[config.mk]
export PLATFORM = sky130hd
export DESIGN_NAME = cde_dist
export DESIGN_NICKNAME = d
export VERILOG_FILES = /design/src/rtl/cde_pkg.sv /design/src/rtl/cde_dist.sv
export SDC_FILE = /design/constraint.sdc
export NUM_CORES = 2
export LEC_CHECK = 0
export ABC_AREA = 1
export BUFFER_PORTS_ARGS = -buffer_cell sky130_fd_sc_hd__buf_2
export CORE_MARGIN = 2
export CORE_UTILIZATION = 31
export DETAILED_ROUTE_END_ITERATION = 7
export MAX_ROUTING_LAYER = met4
export SYNTH_ARGS = -nofsm -noshare
export SYNTH_HDL_FRONTEND = slang
export SYNTH_SLANG_ARGS = --single-unit
[constraint.sdc]
create_clock -name vclk -period 30.1
set_input_delay 3.01 -clock vclk [all_inputs]
set_output_delay 3.01 -clock vclk [all_outputs]
set_load 0.02 [all_outputs]
[src/rtl/cde_pkg.sv]
// Shared types and constants for the color distance edge block.
package cde_pkg;

  parameter int MAX_WIDTH  = 2048;
  parameter int MAX_HEIGHT = 4096;
  parameter int COL_W      = $clog2(MAX_WIDTH);
  parameter int ROW_W      = $clog2(MAX_HEIGHT);
  parameter int WID_W      = COL_W + 1;
  parameter int HGT_W      = ROW_W + 1;
  parameter int THR_W      = 9;
  parameter int THR2_W     = 2 * THR_W;
  parameter int SIZE_MIN   = 3;
  parameter int MARK_MIN   = 3;
  parameter int NUM_NBR    = 8;

  parameter logic [1:0] REG_THRESH = 2'd0;
  parameter logic [1:0] REG_MONO   = 2'd1;
  parameter logic [1:0] REG_WIDTH  = 2'd2;
  parameter logic [1:0] REG_HEIGHT = 2'd3;

  typedef struct packed {
    logic [7:0] pix_alpha;
    logic [7:0] pix_red;
    logic [7:0] pix_green;
    logic [7:0] pix_blue;
  } pix_t;

  typedef struct packed {
    pix_t older;
    pix_t prev;
  } line_t;

  typedef struct packed {
    logic [COL_W-1:0] center_col;
    logic [ROW_W-1:0] center_row;
    logic             is_marked;
    logic [7:0]       out_alpha;
    logic [7:0]       out_red;
    logic [7:0]       out_green;
    logic [7:0]       out_blue;
    logic             frame_done;
  } res_t;

endpackage

[src/rtl/cde_dist.sv]
// Eight squared RGB distance units and the differing-neighbor count.
module cde_dist (
  input  cde_pkg::pix_t              center,
  input  cde_pkg::pix_t              nbr [cde_pkg::NUM_NBR],
  input  logic [cde_pkg::THR2_W-1:0] thr2,
  output logic                       marked
);

  function automatic logic [15:0] sq_diff(input logic [7:0] a, input logic [7:0] b);
    logic [7:0] d;
    d = (a >= b) ? (a - b) : (b - a);
    return {8'd0, d} * {8'd0, d};
  endfunction

  logic [cde_pkg::NUM_NBR-1:0] differs;
  logic [cde_pkg::THR2_W-1:0]  dist2 [cde_pkg::NUM_NBR];

  always_comb begin
    for (int k = 0; k < cde_pkg::NUM_NBR; k++) begin
      dist2[k] = cde_pkg::THR2_W'(sq_diff(nbr[k].pix_red, center.pix_red))
               + cde_pkg::THR2_W'(sq_diff(nbr[k].pix_green, center.pix_green))
               + cde_pkg::THR2_W'(sq_diff(nbr[k].pix_blue, center.pix_blue));
      differs[k] = (dist2[k] >= thr2);
    end
  end

  assign marked = ($countones(differs) >= cde_pkg::MARK_MIN);

endmodule

==> summary.md <==
| Metric | Value |
|---|---|
| Outcome | finished clean |
| Crit path kind | input port to primary output |
| Distinct cells, synth | between 40 and 50 |
| PortBufs | around 240 |
| Sequential area share after synthesis | 0% |
| CP Launch Type | input port |
| Seq Cell Count | 0 |
| Syn avg cell area | ~7.4 sq um |
| Commonest non-fill, non-tap cells in the layout | inv_1 (2324), nand2_1 (1799), ha_1 (1139) |
| Min cycle time layout | around 19 ns |
| Slew @ Worst Pin | between 1 and 1.5 ns |
| Hold buffer count at cts | 0 |
| Clock buffers | 0 |
| Die ar. | 0.2172 sq mm |
| Yosys warning total | 0 |
| Fin crit share | roughly 62% |
| Hold Crit Start | thr2[0] |
| Gp weighted congestion | approximately 0.92 |
| Gr usage total | 19.93% |
| Initial antenna violation count | 51 |
| Die Ht | 466.1 microns |
| Number of gates resized after cts | 0 |
| Crit path DAT | around 16 ns |
| Hold worst-path end | marked |
| DR WL/cell | between 15 and 20 microns |
| Post-Route Setup TNS | 0 ns |
| Worst Setup End Kind | primary output |
| Syn_nets | between 10000 and 15000 |
| Die Width | about 470 microns |
| Vias in the first global route | 55350 |
| Hold Path Class | input port to primary output |
| Crit-path slowest cell | ha_1 |
| Finished Cell Area | 0.07089 sq mm |
| Buffer count from post-CTS setup fixing | 0 |
| Peak Freq | between 50 and 60 MHz |
| Setup ws final | ~12 ns |
| DR WL met2 | a little over 100000 microns |
| 1st-iter DRT viols | 3056 |
| Dpl cell area | between 0.07 and 0.08 sq mm |
| Max Transition Viols Final | 0 |
| Rows | approximately 170 |
| Vias | approximately 55000 |
| Synth top area share | between 30% and 40% |
| Post-DR vias/cell | roughly 4.6 |
| Gr ovfl total | 0 |
| M1 WL | approximately 87000 microns |
| CP max FO | 11 |
| Max-Cap Viols | 0 |
| Sequential Area | 0 sq um |
| Detailed Route WL | 209600 microns |
| Starting Density | a little under a third |
| Core area | 0.2121 sq mm |
| Hold Path Depth | 9 |
| Antenna Nets Post-Route | 0 |
| RSZ-0062 raised after global routing | no |
| Final setup violation count | 0 |
| Slew margin rel. | about a quarter |
| First-pass GRT wire length | about 320000 microns |
| Setup WS pre-CTS | 11.56 ns |
| Detail Placement HPWL | roughly 180000 microns |
| Fill cells | 23010 |
| Worst path required time | approximately 27 ns |
| Largest net degree at the start of global routing | 18 |
| Layout cells sized above 1 | about 6.3% |
| Synth area leader | fa_1 |
| Routed wl met3 | between 9000 and 10000 microns |
| Mapped Cells | 8996 |
| Synth area leaders | fa_1 (34%), ha_1 (22%), inv_1 (13%), nand2_1 (10%), nor2_1 (5.0%) |
| Highest routed layer | met4 |
| NumNets Final | between 10000 and 15000 |
| Area Growth Syn to Fin | 7.100% |
| Area of the mapped netlist | approximately 0.066 sq mm |
| I/O Pins | between 300 and 400 |
| Drt drc | 0 |
| Fin. Hold Viols | 0 |
| 1st-pass router iterations | 6 |
| Most common cell after layout, fill and taps aside | inv_1 |
| Critical Path Max Stage Delay | approximately 0.74 ns |
## area by class of cell
| cell class | instances | area (sq um) | share of cell area (%) |
|---|---|---|---|
| Antenna cell | 34 | 85.08 | 0.1200 |
| Inverter | 2374 | 8916 | 12.58 |
| Multi-Input combinational cell | 6549 | 56810 | 80.14 |
| Tap cell | 2821 | 3530 | 4.979 |
| Timing Repair Buffer | 285 | 1551 | 2.189 |
## worst max-delay path, delay by kind of cell
| kind | cells | cell delay (ns) |
|---|---|---|
| adders and majority gates | 15 | 7.06 |
| buffers and inverters | 8 | 1.89 |
| AOI/OAI and AO/OA | 2 | 0.32 |
| and+or+nand+nor | 24 | 3.23 |
## synthesized netlist by cell type (26+ instances only)
cell,count
a21oi_1,338
inv_1,2327
fa_1,1108
nor3_1,31
inv_2,45
o21a_1,49
xor2_1,156
xnor2_1,96
buf_2,34
nor2_1,885
nand3_1,335
o21ai_0,124
or2_2,26
nand2_1,1799
nor2_2,32
nand2_2,101
ha_1,1139
nand4_1,75
o21bai_1,68
## cells by family after synthesis
logic type               synth area share [%]
AO/OA/AOI/OAI                           5.951
XOR/XNOR                                3.334
adder cells (fa/ha/maj)                 55.04
buffers and inverters                   14.17
AND/OR/NAND/NOR                         21.50
## metrics by stage
step	instances	hold slack [ns]	utilization (%)
6_report	12060	7.755	33.43
4_1_cts	12030	7.716	33.39
5_1_grt	12050	7.847	33.42
2_1_floorplan	8996	6.771	-
3_5_place_dp	12030	7.705	33.39
3_3_place_gp	12030	7.696	33.39
## layer usage
layer,up-vias,track usage [%]
met4,0,9.411
met1,26310,24.04
met5,-,-
met3,291,1.828
li1,27400,-
met2,1132,33.50
## worst max path at each step
stage,to,cells past startpoint,start
finish,marked,49,center[2]
global route,marked,48,center[0]
CTS,marked,47,center[0]
detailed placement,marked,47,center[0]
global placement,marked,47,center[0]
floorplan,marked,46,center[17]
Power is not shown: default switching activity piles up to over one toggle a cycle in this logic, so the estimate is an artifact.
